==> config.mk <==
export PLATFORM = sky130hd
export DESIGN_NAME = tdpb_ctrl
export DESIGN_NICKNAME = d
export VERILOG_FILES = /design/src/hw/rtl/tdpb_pkg.sv /design/src/hw/rtl/tdpb_ctrl.sv
export SDC_FILE = /design/constraint.sdc
export NUM_CORES = 1
export LEC_CHECK = 0
export BUFFER_PORTS_ARGS = -buffer_cell sky130_fd_sc_hd__buf_2
export CORE_MARGIN = 4
export CORE_UTILIZATION = 37
export DETAILED_ROUTE_END_ITERATION = 8
export GPL_TIMING_DRIVEN = 0
export PLACE_DENSITY = 0.56
export SYNTH_ARGS = -nofsm -noshare
export SYNTH_HDL_FRONTEND = slang
export SYNTH_SLANG_ARGS = --single-unit
export TNS_END_PERCENT = 1
==> constraint.sdc <==
create_clock -name clock -period 6.4 [get_ports clock]
set_clock_uncertainty 0.15 [all_clocks]
set_input_delay 0.32 -clock clock [delete_from_list [all_inputs] [get_ports clock]]
set_output_delay 0.32 -clock clock [all_outputs]
set_load 0.01 [all_outputs]
==> src/hw/rtl/tdpb_pkg.sv <==
`default_nettype none
package tdpb_pkg;

   localparam int DEPTH_DEF  = 1024;
   localparam int TIME_W     = 32;
   localparam int SVC_W      = 16;
   localparam int CAP_W      = 11;
   localparam int CSR_ADDR_W = 3;
   localparam int CSR_DATA_W = 32;

   localparam logic [CAP_W-1:0] CAP_RESET = 11'd1024;

   // register index, taken from the word address bit of the csr port
   localparam logic REG_CAPACITY = 1'b0;

endpackage
`default_nettype wire

==> src/hw/rtl/tdpb_ctrl.sv <==
`default_nettype none
module tdpb_ctrl
   import tdpb_pkg::*;
#(
   parameter int DEPTH = DEPTH_DEF,
   parameter int IDX_W = 10,
   parameter int CNT_W = 11
) (
   input  wire logic              clock,
   input  wire logic              reset,
   input  wire logic              req_valid,
   output logic                   req_stall,
   input  wire logic [TIME_W-1:0] req_arrival_time,
   input  wire logic [SVC_W-1:0]  req_service_time,
   output logic                   rsp_valid,
   input  wire logic              rsp_stall,
   output logic                   rsp_dropped,
   output logic      [TIME_W-1:0] rsp_start_time,
   input  wire logic [CAP_W-1:0]  capacity,
   output logic      [IDX_W-1:0]  mem_rd_addr,
   input  wire logic [TIME_W-1:0] mem_rd_data,
   output logic                   mem_wr_en,
   output logic      [IDX_W-1:0]  mem_wr_addr,
   output logic      [TIME_W-1:0] mem_wr_data
);

   typedef enum logic {IDLE, CHECK} state_type;

   state_type         state_ff;
   logic [IDX_W-1:0]  head_ff;
   logic [IDX_W-1:0]  tail_ff;
   logic [CNT_W-1:0]  occ_ff;
   logic [TIME_W-1:0] last_ff;
   logic [TIME_W-1:0] arr_ff;
   logic [SVC_W-1:0]  svc_ff;
   logic              rsp_valid_ff;
   logic              rsp_dropped_ff;
   logic [TIME_W-1:0] rsp_start_ff;

   logic              rsp_free;
   logic              occ_nz;
   logic              pop;
   logic              full;
   logic              finish;
   logic [IDX_W-1:0]  head_inc;
   logic [IDX_W-1:0]  tail_inc;
   logic [TIME_W-1:0] start;
   logic [TIME_W:0]   sum;
   logic [TIME_W-1:0] fin;

   assign rsp_free = !rsp_valid_ff || !rsp_stall;
   assign occ_nz   = (occ_ff != '0);
   assign pop      = (state_ff == CHECK) && occ_nz && (mem_rd_data <= arr_ff);
   assign full     = (32'(occ_ff) >= 32'(capacity)) || (32'(occ_ff) >= 32'(DEPTH));
   assign finish   = (state_ff == CHECK) && !pop && rsp_free;

   assign head_inc = (head_ff == IDX_W'(DEPTH - 1)) ? '0 : head_ff + 1'b1;
   assign tail_inc = (tail_ff == IDX_W'(DEPTH - 1)) ? '0 : tail_ff + 1'b1;

   assign start = occ_nz ? last_ff : arr_ff;
   assign sum   = {1'b0, start} + (TIME_W+1)'(svc_ff);
   assign fin   = sum[TIME_W] ? '1 : sum[TIME_W-1:0];

   // read ahead at the new head while popping
   assign mem_rd_addr = pop ? head_inc : head_ff;
   assign mem_wr_en   = finish && !full;
   assign mem_wr_addr = tail_ff;
   assign mem_wr_data = fin;

   assign req_stall      = (state_ff != IDLE);
   assign rsp_valid      = rsp_valid_ff;
   assign rsp_dropped    = rsp_dropped_ff;
   assign rsp_start_time = rsp_start_ff;

   always_ff @(posedge clock) begin
      if (reset) begin
         state_ff     <= IDLE;
         head_ff      <= '0;
         tail_ff      <= '0;
         occ_ff       <= '0;
         last_ff      <= '0;
         rsp_valid_ff <= 1'b0;
      end else begin
         if (finish) begin
            rsp_valid_ff <= 1'b1;
         end else if (rsp_valid_ff && !rsp_stall) begin
            rsp_valid_ff <= 1'b0;
         end
         case (state_ff)
            IDLE: begin
               if (req_valid) begin
                  arr_ff   <= req_arrival_time;
                  svc_ff   <= req_service_time;
                  state_ff <= CHECK;
               end
            end
            CHECK: begin
               if (pop) begin
                  head_ff <= head_inc;
                  occ_ff  <= occ_ff - 1'b1;
               end else if (finish) begin
                  rsp_dropped_ff <= full;
                  rsp_start_ff   <= full ? '0 : start;
                  if (!full) begin
                     tail_ff <= tail_inc;
                     occ_ff  <= occ_ff + 1'b1;
                     last_ff <= fin;
                  end
                  state_ff <= IDLE;
               end
            end
            default: begin
               state_ff <= IDLE;
            end
         endcase
      end
   end

endmodule
`default_nettype wire

==> flow_summary_export.csv <==
group,metric,value,unit
setup_path,worst_r2r_endpoint,"last_ff[16]",
setup_path,r2r.worst_path.cells,18,
pwr,internal-power,2.26,mW
setup_path,critPathArrivalTime,5.64,ns
floorplanning,chipHeight,159,um
grt,most_used_layer_global_route,"met2",
finish,layout.cells.most_common_list,"sky130_fd_sc_hd__buf_2, sky130_fd_sc_hd__nand2_1, sky130_fd_sc_hd__nor2_1",
clocking,cts-root-buf,"sky130_fd_sc_hd__clkbuf_16",
yosys,gate_count_post_synth,941,
run,max_cap_viol_count,0,
yosys,syn_avg_cell_area,8.97,sq um
grt,grtUsageMet3,4.32,%
detailed_routing,detail_route.vias_per_cell,5.21,
setup_path,worst-endpoint-required,5.93,ns
pwr,pwr-share-seq,32.0,%
clocking,worst_skew_pair.late_latency,0.44,ns
timing,min_period_over_period,95.4,%
grt,number_of_global_route_vias_before_repair,7742,
setup_path,start_kind,"register",
clocking,cts_max_path_buffers,2,
pwr,p_total,3.68,mW
detailed_routing,avgRoutedWirePerCell,17.8,um
detailed_routing,firstDrtPassIters,5,
grt,grt.overflow.total,0,
detailed_routing,vias,7774,
pwr,power.share.clock,27.2,%
detailed_routing,drc,0,
timing,report.final.hold_viol_count,0,
finish,layout_commonest_cell,"sky130_fd_sc_hd__buf_2",
grt,gr-usage-met1,28.8,%
detailed_routing,drt-total-wl,26500,um
yosys,mappedNetlistNets,1108,
pwr,peakVddDrop,0.174,mV
yosys,leading_post_synthesis_cells_by_cell_area,"sky130_fd_sc_hd__edfxtp_1, sky130_fd_sc_hd__dfxtp_1, sky130_fd_sc_hd__ha_1",
detailed_routing,route.antenna.remaining_nets,0,
timing,timing_max_transition_violations_final,0,
yosys,dominantRegCellSynth,"sky130_fd_sc_hd__edfxtp_1",
yosys,yosysTopAreaCellShare,28.8,%
yosys,post_synthesis_cell_area,8440,sq um
timing,setup_viol,0,
placed_design,port-buffer-count,181,
yosys,synth_warnings,0,
finish,post-route-util,49.5,%
timing,tightest_slew,0.697,ns
clocking,clock_sinks,146,
worst_hold_path,whs_path_depth,2,
yosys,seq_area_frac_synth,44.3,%
yosys,synth-edff-count,81,
setup_path,setup.reg_to_reg.worst_slack,1.10,ns
grt,antenna_found_initial,0,
floorplanning,rows,54,
timing,highest_clock_rate,164,MHz
worst_hold_path,hold_path.class,"in2reg",
setup_path,timing.rr.start,"occ_ff[2]",
pwr,power_switching,1.42,mW
detailed_routing,initialDrtViolationCount,572,
floorplanning,initial_core_util,38.2,%
setup_path,critPathKind,"reg2out",
finish,layout.nets,1366,
grt,global_route.usage.met2,33.2,%
floorplanning,fp.coreArea,22100,sq um
floorplanning,die_width,159,um
outcome,run_status,"finished, final reports clean",
finish,ant_cells,0,
pwr,leakagePower,4.77,nW
placed_design,post-dp-hpwl,20200,um
grt,wire_length_of_the_first_global_routing_pass,41800,um
finish,layout-area-overhead-vs-synth,29.7,%
timing,rsz_0062_raised_after_global_routing,"no",
pwr,power.share.combinational,40.8,%
timing,timing.slew.headroom,53.5,%
yosys,yosys_register_bits,146,
yosys,synth_async_sr_flop_share,0,%
clocking,htreeDepth,4,
grt,track_usage,20.8,%
setup_path,cp_max_fo,10,
clocking,clk_pin_slew_worst_paths,0.06,ns
clocking,cts_buffers,17,
yosys,synth_cell_types,58,
finish,fraction_of_layout_cells_with_a_size_suffix_above_1,21.4,%
grt,grt_max_degree,17,
yosys,synth_top_cell_by_area,"sky130_fd_sc_hd__edfxtp_1",
worst_hold_path,hold_path.startpoint,"req_valid",
pwr,p_per_area,336,nW/um^2
pwr,sw_share,38.5,%
timing,finalCriticalPeriod,6.11,ns
placed_design,place_congestion,0.892,
floorplanning,die-area,25300,sq um
worst_hold_path,min_to,"req_stall",
setup_path,cp-startpoint,"occ_ff[2]",
setup_path,critPathCaptureType,"output port",
clocking,tritoncts,"built",
floorplanning,io-pin-count,183,
[cells by family after synthesis]
kind of cell,count (synthesis),synth area share [%]
and+or+nand+nor,364,20.2
DFF,146,44.3
buffers and inverters,99,4.49
adders and majority gates,72,10.9
AOI/OAI and AO/OA,213,15.2
xor gates and xnor gates,39,4.05
muxes,8,0.979
[stage by stage]
step / cell area, sq um / TNS (ns) / worst slack (ns) / std cells / hold WS [ns]
after global placement: 9690 / -72.75 / -0.926 / 1402 / 0.332
after CTS: 10900 / 0 / 0.0253 / 1491 / 0.0348
after global routing: 10900 / 0 / 0.0433 / 1492 / 0.0436
after floorplan: 8440 / 0 / 1.35 / 941 / 0.269
final: 10900 / 0 / 0.295 / 1492 / 0.0488
after detailed placement: 9800 / -3.12 / -0.362 / 1410 / 0.332
[how the worst max path moves through the flow]
stage / to / slack (ns) / cells past startpoint
2_1_floorplan: rsp_dropped / 1.35 / 9
3_3_place_gp: arr_ff[29] / -0.93 / 3
3_5_place_dp: mem_wr_data[13] / -0.36 / 20
4_1_cts: mem_wr_data[13] / 0.03 / 18
5_1_grt: mem_wr_data[13] / 0.04 / 18
6_report: mem_wr_data[13] / 0.29 / 18
[cell usage after synthesis (all sizes together) (5+ instances only)]
library cell,n
nor2b,20
nor4,6
and3,12
or3,6
a21o,12
a21oi,80
edfxtp,81
clkbuf,31
o211ai,9
nand2b,6
nor2,89
inv,58
buf,9
nand4,21
o31ai,5
nor3,28
o21ai,55
dfxtp,65
xnor2,23
a31o,7
nand2,120
xor2,16
a211oi,5
and2,8
a31oi,12
ha,70
nand3,32
mux2i,6
[power groups by stage]
stage | clock network [mW] | logic, mW | registers (mW)
3_3_place_gp | 0 | 1.44 | 1.20
6_report | 1.00 | 1.50 | 1.18
2_1_floorplan | 0 | 0.917 | 1.19
3_5_place_dp | 0 | 1.45 | 1.19
5_1_grt | 1.06 | 1.65 | 1.19
4_1_cts | 1.02 | 1.49 | 1.17
[flip-flops by register name (all words and copies together), names as in the netlist]
name and flops:
arr_ff 32, last_ff 32, rsp_start_time 32, svc_ff 16
occ_ff 11, head_ff 10, mem_wr_addr 10, req_stall 1
rsp_dropped 1, rsp_valid 1
[routing by layer]
metal | wire [um] | vias up
li1 | - | 3882
met1 | 12600 | 3604
met2 | 11900 | 259
met3 | 1570 | 29
met4 | 367 | 0
met5 | 0 | -
[area by class of cell]
class | instances | area [sq um]
clock buffers | 24 | 513
fillers | 2127 | 11100
well taps | 280 | 350
flip-flops and latches | 146 | 3730
plain buffers | 40 | 166
multi-input cells | 696 | 4390
clock inverters | 8 | 73.8
inverters | 59 | 221
repair buffers | 239 | 1500
[critical path, stage by stage, from the launching register on]
cell	delay, ns
sky130_fd_sc_hd__dfxtp_1	0.36
sky130_fd_sc_hd__nor4_2	0.44
sky130_fd_sc_hd__nand3_1	0.24
sky130_fd_sc_hd__clkbuf_2	0.28
sky130_fd_sc_hd__clkbuf_2	0.25
sky130_fd_sc_hd__clkbuf_2	0.24
sky130_fd_sc_hd__clkbuf_2	0.29
sky130_fd_sc_hd__nand2_1	0.12
sky130_fd_sc_hd__o21ai_0	0.20
sky130_fd_sc_hd__ha_1	0.43
sky130_fd_sc_hd__o211ai_1	0.11
sky130_fd_sc_hd__a21oi_1	0.31
sky130_fd_sc_hd__o211ai_1	0.26
sky130_fd_sc_hd__a2111oi_4	0.50
sky130_fd_sc_hd__nand3_1	0.27
sky130_fd_sc_hd__clkbuf_2	0.30
sky130_fd_sc_hd__buf_2	0.26
sky130_fd_sc_hd__nand2_1	0.16
sky130_fd_sc_hd__buf_2	0.16
[what timing repair did]
| item | CTS | global route |
|---|---|---|
| gates cloned | 0 | 0 |
| endpoints found under the setup margin | 31 | 29 |
| buffers inserted | 1 | 0 |
| hold buffers | 48 | 0 |
| hold endpoints to repair | 48 | 0 |
| resized for setup | 9 | 9 |
| pin swaps | 1 | 0 |
(Power assumes the default switching activity.)
