**src/hw/rtl/tdpb_pkg.sv**
```systemverilog
`default_nettype none
package tdpb_pkg;

   localparam int DEPTH_DEF  = 1024;
   localparam int TIME_W     = 32;
   localparam int SVC_W      = 16;
   localparam int CAP_W      = 11;
   localparam int CSR_ADDR_W = 3;
   localparam int CSR_DATA_W = 32;

   localparam logic [CAP_W-1:0] CAP_RESET = 11'd1024;

   // register index, taken from the word address bit of the csr port
   localparam logic REG_CAPACITY = 1'b0;

endpackage
`default_nettype wire

```
**src/hw/rtl/tdpb_csr.sv**
```systemverilog
`default_nettype none
module tdpb_csr
   import tdpb_pkg::*;
(
   input  wire logic                  clock,
   input  wire logic                  reset,
   input  wire logic                  psel,
   input  wire logic                  penable,
   input  wire logic                  pwrite,
   input  wire logic [CSR_ADDR_W-1:0] paddr,
   input  wire logic [CSR_DATA_W-1:0] pwdata,
   output logic      [CSR_DATA_W-1:0] prdata,
   output logic                       pready,
   output logic      [CAP_W-1:0]      capacity
);

   logic [CAP_W-1:0] cap_ff;
   logic             reg_sel;

   assign pready   = 1'b1;
   assign reg_sel  = (paddr[2] == REG_CAPACITY);
   assign capacity = cap_ff;
   assign prdata   = reg_sel ? CSR_DATA_W'(cap_ff) : '0;

   always_ff @(posedge clock) begin
      if (reset) begin
         cap_ff <= CAP_RESET;
      end else if (psel && penable && pwrite && pready && reg_sel) begin
         cap_ff <= pwdata[CAP_W-1:0];
      end
   end

endmodule
`default_nettype wire

```
**config.mk**
```make
export PLATFORM = sky130hd
export DESIGN_NAME = tdpb_csr
export DESIGN_NICKNAME = d
export VERILOG_FILES = /design/src/hw/rtl/tdpb_pkg.sv /design/src/hw/rtl/tdpb_csr.sv
export SDC_FILE = /design/constraint.sdc
export NUM_CORES = 1
export LEC_CHECK = 0
export BUFFER_PORTS_ARGS = -buffer_cell sky130_fd_sc_hd__buf_2
export CORE_MARGIN = 2
export CORE_UTILIZATION = 30
export CTS_BUF_LIST = sky130_fd_sc_hd__clkbuf_16
export DETAILED_ROUTE_END_ITERATION = 16
export PLACE_DENSITY = 0.72
export SETUP_SLACK_MARGIN = 0.15
export SYNTH_ARGS = -nofsm -noshare
export SYNTH_HDL_FRONTEND = slang
export SYNTH_SLANG_ARGS = --single-unit
```
**constraint.sdc**
```tcl
create_clock -name clock -period 1.3 [get_ports clock]
set_input_delay 0 -clock clock [delete_from_list [all_inputs] [get_ports clock]]
set_output_delay 0 -clock clock [all_outputs]
set_load 0.01 [all_outputs]
```
==> summary.md, run 1 <==
| Metric | Value |
|---|---|
| Post-CTS resize count | `0` |
| # DRC | `0` |
| H-tree depth | `1` |
| P_int | `roughly 0.0008 W` |
| Max reg flops | `11` |
| Setup-failing EPs final | `0` |
| Iteration-0 DRC Markers | `9` |
| Hold Fails Final Rpt | `0` |
| Sink Count | `11` |
| Skew final | `0 ps` |
| Register bit count reported by yosys | `11` |
| Root buf cell | `clkbuf_16` |
| Ratio of cells with drive above 1 in the final layout | `35.0%` |
| Mapped Cells | `84` |
| Clock Path Buffers | `2` |
| CP peak stage delay | `between 300 and 400 ps` |
| Fin. max-slew vios | `0` |
| Top-count cell post-synth | `buf_4` |
| Status | `complete, no violations` |
| Initial Util | `between 30% and 40%` |
| Setup TNS Final | `0 ps` |
| WP buf/inv | `1` |
| Cell taking the most area after synthesis | `dfxtp_1` |
| Comb pwr share | `11.8%` |
| Delay-heaviest family, CP | `flip-flops` |
| Net Switching | `0.000223 W` |
| Top_reg_cell synth | `dfxtp_1` |
| Total gr overflow | `0` |
| Sequential power share | `about a third` |
| Chip Width | `between 50 and 60 um` |
| CP Capture Type | `primary output` |
| Sw frac | `21.8%` |
| Fmax | `1160 MHz` |
| Lkg Pwr | `between 0.4 and 0.5 nW` |
| Synth area leaders | `dfxtp_1 (29%), buf_4 (22%), nand2b_1 (17%)` |
| FP Rows | `18` |
| Die height | `54.1 um` |
| Number of antenna diodes | `0` |
| Cell Area, Synth | `752 um2` |
| Dpl cells | `146` |
| PortBufs | `38` |
| Core box area | `2430 um2` |
| CP Max Fanout | `3` |
| Reg2Reg Setup Slack | `690 ps` |
| Worst hold path type | `in -> reg` |
| Period utilization | `66.5%` |
| Vias in the first global route | `467` |
| IO Pins | `84` |
| Tot GR Track Use | `10.5%` |
| Synth Area per Inst | `8.95 um2` |
| Initial DRT Pass Iterations | `4` |
| Total CTS buffers | `3` |
| Final min period | `865 ps` |
| Final HPWL from detailed placement | `1100 um` |
| DRT antenna net count | `0` |
| Worst path slowest cell | `dfxtp_1` |
| Gpl congestion | `0.566` |
| Clock power frac | `53.8%` |
| DR vias | `587` |
| Area Growth Syn to Fin | `24.5%` |
| # Max-Cap Violations | `0` |
| Yosys warnings | `0` |
| Initial antenna violation count | `0` |
| Hold buffers post-CTS | `0` |
| Yosys top cell area share | `29.3%` |
| Worst path arrival time | `860 ps` |
| Post-synth EDFFs | `0` |
| Register area share after synthesis | `29.3%` |
| P per Cell Area | `~1100 nW/um2` |
| FFs w/ async S/R, synth | `0%` |
| Global-route wire length before repair | `just over 2000 um` |
| Via-per-instance ratio | `3.91` |
| Routed length per placed instance | `10.1 um` |
| Routed WL | `1510 um` |
| Distinct cells, synth | `12` |
| Startpoint class of the critical path | `flop` |
| Req. time, crit path | `1300 ps` |
| TritonCTS clock tree | `yes` |
| Postcts setup bufs | `0` |
| Critical path cell sequence | `nor2b_1 > buf_2` |
| CTS clk-pin slew, worst paths | `roughly 40 ps` |
| Pin count of the biggest net entering global routing | `23` |
| Final nets | `161` |
| Worst VDD drop | `462 uV` |
| Synth top cells by count | `buf_4 (22), nand2b_1 (20), dfxtp_1 (11), mux2i_1 (11), nor2b_1 (10)` |
| Die area | `2920 um2` |
| Clock Latency Late Sink | `230 ps` |
| RSZ-0062 raised after global routing | `false` |
| Non-Filler Instances | `150` |
| Crit Path Class | `reg -> out` |
[power by group through the flow]
stage / Combinational (W) / Sequential [W] / Clock [W]
3_3_place_gp: 0.000117 / 0.000356 / 0
2_1_floorplan: 0.000127 / 0.000360 / 0
5_1_grt: 0.000137 / 0.000351 / 0.000603
3_5_place_dp: 0.000121 / 0.000357 / 0
4_1_cts: 0.000122 / 0.000351 / 0.000574
6_report: 0.000121 / 0.000351 / 0.000550
[tightest hold or removal path: stages]
cell and delay, ps:
buf_2 90, nand2b_1 60, mux2i_1 60
[layer usage]
layer	GRT usage [%]	wire length, um	up-vias
li1	-	-	288
met1	10.6	619	257
met2	19.3	732	42
met3	3.33	157	0
met4	5.00	0	0
met5	0	0	-
[through the flow]
| step | total power (W) | area (um2) | setup WS (ps) | hold WS [ps] | utilization (%) |
|---|---|---|---|---|---|
| 6_report | 0.00102 | 936 | 435 | 26.3 | 38.5 |
| 3_5_place_dp | 0.000478 | 857 | 280 | 268 | 35.2 |
| 3_3_place_gp | 0.000473 | 857 | 322 | 260 | 35.2 |
| 4_1_cts | 0.00105 | 936 | 418 | 22.7 | 38.5 |
| 2_1_floorplan | 0.000487 | 827 | 607 | 155 | - |
| 5_1_grt | 0.00109 | 936 | 366 | 25.2 | 38.5 |
[path summary, 6_finish.rpt]
path               startpoint     endpoint  cells past startpoint
hold reg to reg   capacity[1]  capacity[1]                      2
hold / removal      pwdata[4]  capacity[4]                      3
setup / recovery  capacity[6]    prdata[6]                      2
setup reg to reg  capacity[3]  capacity[3]                      2
[cell type report]
cell class | instances | area [um2]
clock inverter | 1 | 3.75
timing repair buffer | 38 | 190
multi-input combinational | 67 | 409
fill | 269 | 1500
tap | 30 | 37.5
clock buffer | 3 | 75.1
sequential | 11 | 220
[layout by cell type, fill, tap and decap left out, drive strengths merged]
cell,n
nand2b,20
inv,1
and4b,1
conb,22
buf,38
nor2,2
mux2i,11
dfxtp,11
nor2b,10
clkbuf,3
and2b,1
[cells by family (layout without fill, tap and decap cells)]
logic type             count (synthesis)  after routing  synth area share, %
buffers and inverters                 26             42                 26.3
muxes                                 11             11                 14.6
and+or+nand+nor                       34             34                 28.8
other                                  2             22                0.999
DFF                                   11             11                 29.3
Power figures use the tool's default switching activity.
==> run 2, diff against run 1 <==
--- a/config.mk
+++ b/config.mk
@@ -5,12 +5,13 @@
 export SDC_FILE = /design/constraint.sdc
 export NUM_CORES = 1
 export LEC_CHECK = 0
+export ABC_AREA = 1
 export BUFFER_PORTS_ARGS = -buffer_cell sky130_fd_sc_hd__buf_2
 export CORE_MARGIN = 2
 export CORE_UTILIZATION = 30
 export CTS_BUF_LIST = sky130_fd_sc_hd__clkbuf_16
 export DETAILED_ROUTE_END_ITERATION = 16
-export PLACE_DENSITY = 0.72
+export PLACE_DENSITY = 0.73
 export SETUP_SLACK_MARGIN = 0.15
 export SYNTH_ARGS = -nofsm -noshare
 export SYNTH_HDL_FRONTEND = slang
==> constraint.sdc (replaced) <==
create_clock -name clock -period 0.9 [get_ports clock]
set_input_delay 0 -clock clock [delete_from_list [all_inputs] [get_ports clock]]
set_output_delay 0 -clock clock [all_outputs]
set_load 0.01 [all_outputs]
==> run 2 against run 1 <==
  * Global-route usage grew 0.058 points
  * Die area fell by 1.1%
  * Register-to-register slack worse by 480 ps
==> summary.md, run 2 <==
| Metric | Value |
|---|---|
| H-tree depth | `1 (unchanged)` |
| Critical path cell sequence | `inv_2 > nor2_1 > buf_2` |
| Initial antenna violation count | `0 (unchanged)` |
| Delay-heaviest family, CP | `flip-flops` |
| Skew final | `0 ps (unchanged)` |
| Initial DRT Pass Iterations | `3 (-1)` |
| Cell taking the most area after synthesis | `dfxtp_1` |
| P per Cell Area | `1520 nW/um2 (+39%)` |
| Yosys warnings | `0 (unchanged)` |
| Gpl congestion | `0.726 (+28%)` |
| Worst hold path type | `in -> reg` |
| Fmax | `1220 MHz` |
| Iteration-0 DRC Markers | `3 (-6)` |
| Tot GR Track Use | `10.6% (+0.058 points)` |
| Ratio of cells with drive above 1 in the final layout | `41.1% (+6.1 points)` |
| Mapped Cells | `121 (+44%)` |
| CP Max Fanout | `2 (-1)` |
| Via-per-instance ratio | `3.75 (-4.1%)` |
| # Max-Cap Violations | `0 (unchanged)` |
| Die area | `2890 um2 (-1.1%)` |
| Synth Area per Inst | `6.14 um2 (-31%)` |
| Startpoint class of the critical path | `flop` |
| Worst VDD drop | `1290 uV (+180%)` |
| Clock Latency Late Sink | `230 ps (about the same)` |
| Core box area | `2410 um2 (-0.93%)` |
| Hold Fails Final Rpt | `0 (unchanged)` |
| Worst path arrival time | `820 ps (-40 ps)` |
| Most frequent cells in the layout | `buf_2 (37), nor2_1 (29), conb_1 (22)` |
| Top_reg_cell synth | `dfxtp_1` |
| RSZ-0062 raised after global routing | `true` |
| CP peak stage delay | `330 ps (about the same)` |
| Status | `complete, no violations` |
| R2R depth | `3 (+1)` |
| Top sig layer | `met3` |
| Die height | `53.8 um (-0.54%)` |
| Chip Width | `53.8 um (-0.54%)` |
| FFs w/ async S/R, synth | `0% (unchanged)` |
| Footprint of the multi-input gates | `328 um2 (-20%)` |
| Synth area leaders | `dfxtp_1 (30%), buf_4 (23%), nor2_1 (16%)` |
| Worst R2R End | `capacity[8]` |
| Pin count of the biggest net entering global routing | `12 (-48%)` |
| Reg2Reg Setup Slack | `210 ps (-480 ps)` |
| IO Pins | `84 (unchanged)` |
| Crit Path Class | `reg -> out` |
| Commonest non-fill, non-tap cell in the layout | `buf_2` |
| Root buf cell | `clkbuf_16` |
| Max reg flops | `11 (unchanged)` |
| DRT antenna net count | `0 (unchanged)` |
| Distinct cells, synth | `13 (+1)` |
| Routed length per placed instance | `7.61 um (-24%)` |
| Total CTS buffers | `3 (unchanged)` |
| Yosys top cell area share | `29.6% (+0.35 points)` |
| Top-count cell post-synth | `nor2_1` |
| Lkg Pwr | `0.604 nW (+26%)` |
| DR WL met2 | `713 um (-2.6%)` |
| Worst hold start | `pwdata[5]` |
| Filler cells | `267 (-0.74%)` |
| Final HPWL from detailed placement | `1170 um (+6.4%)` |
| Met3 WL | `127 um (-19%)` |
| Initial Util | `30.8% (-0.074 points)` |
| Hold depth | `5 (+2)` |
| Dpl cells | `187 (+28%)` |
| WP buf/inv | `2 (+1)` |
| CP Capture Type | `primary output` |
| M1 wire length | `629 um (+1.6%)` |
| Non-Filler Instances | `193 (+29%)` |
| Worst path slowest cell | `dfxtp_2` |
| DR vias | `724 (+23%)` |
| Register bit count reported by yosys | `11 (unchanged)` |
| Sequential Area | `234 um2 (+6.2%)` |
| Period utilization | `90.8%` |
| Area Growth Syn to Fin | `35.7%` |
| Number of antenna diodes | `0 (unchanged)` |
| Post-synth EDFFs | `0 (unchanged)` |
| FP Rows | `18 (unchanged)` |
| TritonCTS clock tree | `yes` |
| Total gr overflow | `0 (unchanged)` |
| Req. time, crit path | `900 ps (-400 ps)` |
| Fin. max-slew vios | `0 (unchanged)` |
| Routed WL | `1470 um (-2.7%)` |
| Reg2reg start | `capacity[8]` |
| Hold worst-path end | `capacity[5]` |
| Register area share after synthesis | `29.6% (+0.35 points)` |
| Final min period | `817 ps` |
| Cell Area, Synth | `743 um2 (-1.2%)` |
| Sink Count | `11 (unchanged)` |
| Clock Path Buffers | `2 (unchanged)` |
| CTS clk-pin slew, worst paths | `40 ps (about the same)` |
| Setup-failing EPs final | `0 (unchanged)` |
| Synth top cells by count | `nor2_1 (31), buf_4 (23), inv_1 (23)` |
| Setup TNS Final | `0 ps (unchanged)` |
| Global-route wire length before repair | `2210 um (+7.7%)` |
| Final nets | `204 (+27%)` |
| Vias in the first global route | `526 (+13%)` |
| PortBufs | `38 (unchanged)` |
| # DRC | `0 (unchanged)` |
-- run 2: cell types whose count changed in the layout (fill, tap and decap cells not counted), moves of 6 or more --
cell / before / now
nor2b_1: 10 / 0
nor2_1: 2 / 29
inv_1: 1 / 20
inv_2: 0 / 6
mux2i_1: 11 / 0
nand2_1: 0 / 12
dfxtp_1: 11 / 0
dfxtp_2: 0 / 11
nand3_1: 0 / 11
nand2b_1: 20 / 0
-- run 2: per-layer routing --
layer	vias up	GRT usage [%]
met5	-	0
met4	0	1.28
met3	0	2.50
met2	29	19.3
met1	306	12.8
li1	389	-
-- run 2: worst max path at each step --
stage,start,cells past startpoint,endpoint
6_report,capacity[8],3,prdata[8]
5_1_grt,capacity[0],3,prdata[0]
4_1_cts,capacity[8],3,prdata[8]
3_5_place_dp,paddr[2],7,capacity[0]
3_3_place_gp,paddr[2],7,capacity[6]
2_1_floorplan,capacity[10],2,capacity[10]
-- run 2: cell families after synthesis --
group	count (synthesis)	share of synthesized area (%)
AND/OR/NAND/NOR	57	31.6
buffers and inverters	50	37.0
flip-flops	11	29.6
other	2	1.01
AO/OA/AOI/OAI	1	0.673
-- run 2: stage by stage --
step | power (W) | cell area (um2) | util, % | setup slack (ps) | hold slack [ps]
after detailed placement | 0.000751 | 887 | 36.8 | 105 | 218
final | 0.00153 | 1010 | 41.8 | 83.1 | 75.6
after global routing | 0.00162 | 1010 | 41.8 | 46.2 | 102
after CTS | 0.00156 | 997 | 41.4 | 73.1 | 78.1
after global placement | 0.000748 | 887 | 36.8 | 141 | 215
after floorplan | 0.000736 | 818 | - | 305 | 47.5
-- run 2: final cells by class --
class | count | area share, %
Clock buffer | 3 | 7.44
Clock inverter | 1 | 0.372
Inverter | 25 | 9.31
Multi-Input combinational cell | 80 | 32.5
Sequential cell | 11 | 23.2
Tap cell | 30 | 3.72
Timing Repair Buffer | 43 | 23.4
-- run 2: what timing repair did --
action,4_1_cts,5_1_grt
gates resized for setup,12,6
pin swaps,2,3
endpoints found under the hold margin,1,0
endpoints found under the setup margin,11,12
hold buffers,1,0
setup buffers,1,0
-- run 2: worst reg2reg max path: cells and delay by family (launching register included) --
kind	cells	cell delay, ps
flip-flops	1	320
buffers and inverters	1	130
AND/OR/NAND/NOR	2	140
-- run 2: where the power goes --
group | leakage, nW | switching, W | total, W | internal (W)
Sequential | 0.0936 | 0.0000118 | 0.000522 | 0.000510
Combinational | 0.468 | 0.000146 | 0.000234 | 0.0000873
Clock | 0.0423 | 0.000196 | 0.000777 | 0.000581
Total | 0.604 | 0.000355 | 0.00153 | 0.00118
==> run 3, diff against run 2 <==
==> constraint.sdc (replaced) <==
create_clock -name clock -period 0.8 [get_ports clock]
set_input_delay 0 -clock clock [delete_from_list [all_inputs] [get_ports clock]]
set_output_delay 0 -clock clock [all_outputs]
set_load 0.01 [all_outputs]
==> run 3 against run 2 <==
  * The flow now finishes with violations (hold timing, setup timing)
  * Utilization increased by 2.9 points
  * Non-clock buffer count increased by 2
  * Count of clock-buffer cells in the layout unchanged
  * Design area increased by 6.9%
  * Die area unchanged
  * Setup slack got worse by 100 ps
  * Global-route usage increased by 0.10 points
  * Largest cell class unchanged
  * Highest routed layer unchanged
==> summary.md, run 3 (synthesis gave the netlist of run 2 again) <==
| Metric | Value |
|---|---|
| TritonCTS clock tree | `yes` |
| Final min period | `818 ps` |
| Worst hold path type | `in -> reg` |
| Pin count of the biggest net entering global routing | `12 (unchanged)` |
| Initial DRT Pass Iterations | `2 (-1)` |
| Fin. max-slew vios | `0 (unchanged)` |
| Skew final | `0 ps (unchanged)` |
| H-tree depth | `1 (unchanged)` |
| Final nets | `206 (+0.98%)` |
| Most frequent cells in the layout | `nor2_1 (29), buf_2 (29), conb_1 (22)` |
| CP Max Fanout | `3 (+1)` |
| Sw frac | `23.3% (+0.19 points)` |
| Vias in the first global route | `550 (+4.6%)` |
| CP Capture Type | `primary output` |
| Ratio of cells with drive above 1 in the final layout | `46.1% (+5.0 points)` |
| Tot GR Track Use | `10.7% (+0.10 points)` |
| Setup TNS Final | `-51.9 ps (-51.9 ps)` |
| Setup-failing EPs final | `4 (+4)` |
| Initial Util | `30.8% (unchanged)` |
| Routed length per placed instance | `7.74 um (+1.7%)` |
| Crit Path Class | `reg -> out` |
| DRT antenna net count | `0 (unchanged)` |
| Gpl congestion | `0.705 (-3.0%)` |
| Failing checks | `hold timing, setup timing` |
| Fmax | `1220 MHz` |
| Total gr overflow | `0 (unchanged)` |
| Clock Path Buffers | `2 (unchanged)` |
| Period utilization | `102%` |
| Via-per-instance ratio | `3.65 (-2.8%)` |
| Sequential power share | `33.7% (-0.3 points)` |
| Filler cells | `257 (-3.7%)` |
| Global-route wire length before repair | `2300 um (+3.7%)` |
| # Max-Cap Violations | `0 (unchanged)` |
| Hold slack | `-18.8 ps (-94.5 ps)` |
| Net Switching | `0.000410 W (+16%)` |
| Max reg flops | `11 (unchanged)` |
| Area Growth Syn to Fin | `45.1%` |
| Startpoint class of the critical path | `flop` |
| DR vias | `711 (-1.8%)` |
| Clock power frac | `50.0% (-0.7 points)` |
| Final core occ | `44.8% (+2.9 points)` |
| Comb pwr share | `16.3% (+1.1 points)` |
| IO Pins | `84 (unchanged)` |
| Hold depth | `3 (-2)` |
| Die area | `2890 um2 (unchanged)` |
| Initial antenna violation count | `0 (unchanged)` |
| Total CTS buffers | `3 (unchanged)` |
| RSZ-0062 raised after global routing | `true` |
| R2R depth | `3 (unchanged)` |
| CTS clk-pin slew, worst paths | `40 ps (about the same)` |
| Sink Count | `11 (unchanged)` |
| Worst path arrival time | `820 ps (about the same)` |
| Setup ws final | `-17.9 ps (-101 ps)` |
| FP Rows | `18 (unchanged)` |
| Core box area | `2410 um2 (unchanged)` |
| P_int | `0.00135 W (+14%)` |
| # DRC | `0 (unchanged)` |
| Worst VDD drop | `1320 uV (+2.3%)` |
| Number of antenna diodes | `0 (unchanged)` |
| Final HPWL from detailed placement | `1170 um (about the same)` |
| Hold Fails Final Rpt | `1 (+1)` |
| P per Cell Area | `1630 nW/um2 (+7.2%)` |
| PortBufs | `38 (unchanged)` |
| DP Worst Slack | `94.7 ps (-10.7 ps)` |
| Iteration-0 DRC Markers | `4 (+1)` |
| Root buf cell | `clkbuf_16` |
| Req. time, crit path | `800 ps (-100 ps)` |
| Routed WL | `1510 um (+2.7%)` |
| Lkg Pwr | `0.629 nW (+4.1%)` |
| Clock Latency Late Sink | `230 ps (about the same)` |
| Die height | `53.8 um (unchanged)` |
| Status | `complete, but fails checks` |
| Chip Width | `53.8 um (unchanged)` |
-- run 3: cell count changes in the layout (fill, tap and decap cells not counted), sizes merged --
cell / previous run / this run
dlygate4sd3: 1 / 0
buf: 42 / 45
-- run 3: per-stage QoR --
stage                     area, um2  std cells  total power (W)
after CTS                      1050        195          0.00176
after floorplan                 818        141         0.000828
after global routing           1080        195          0.00184
final                          1080        195          0.00176
after global placement          902        189         0.000847
after detailed placement        902        189         0.000849
-- run 3: cell type report --
type                       instances  area (um2)  share of cell area [%]
clock buffer                       3        75.1                    6.96
clock inverter                     1        3.75                   0.348
inverter                          25        93.8                    8.70
multi-input combinational         80         328                    30.4
sequential                        11         234                    21.7
tap                               30        37.5                    3.48
timing repair buffer              45         307                    28.4
-- run 3: worst max-delay path, cell delays in order (launching register included) --
cell	delay [ps]
dfxtp_2	350
inv_2	30
nor2_1	80
buf_2	130
-- run 3: power by group through the flow --
stage               Clock, W  Combinational, W  Sequential, W
finish              0.000879          0.000286       0.000592
global route        0.000916          0.000324       0.000595
CTS                 0.000899          0.000276       0.000589
detailed placement         0          0.000256       0.000593
global placement           0          0.000255       0.000592
floorplan                  0          0.000228       0.000601
-- run 3: final timing paths --
| kind | from | end | slack (ps) |
|---|---|---|---|
| hold / removal | pwdata[10] | capacity[10] | -20 |
| hold reg to reg | capacity[8] | capacity[8] | 500 |
| setup / recovery | capacity[5] | prdata[5] | -20 |
| setup reg to reg | capacity[2] | capacity[2] | 150 |
-- run 3: repair_timing --
| action | CTS | global route |
|---|---|---|
| cloned | 0 | 0 |
| setup buffers | 2 | 0 |
| endpoints found under the hold margin | 1 | 1 |
| setup endpoints to repair | 22 | 24 |
| gates resized for setup | 19 | 15 |
| pin swaps | 6 | 5 |
-- run 3: layer usage --
metal  share of wire [%]  GRT usage (%)  routed length, um  vias up
li1                    -              -                  -      389
met1                  45           13.1                681      293
met2                  48           19.3                722       29
met3                 6.9           1.67                104        0
met4                   0           2.56                  0        0
met5                   0              0                  0        -
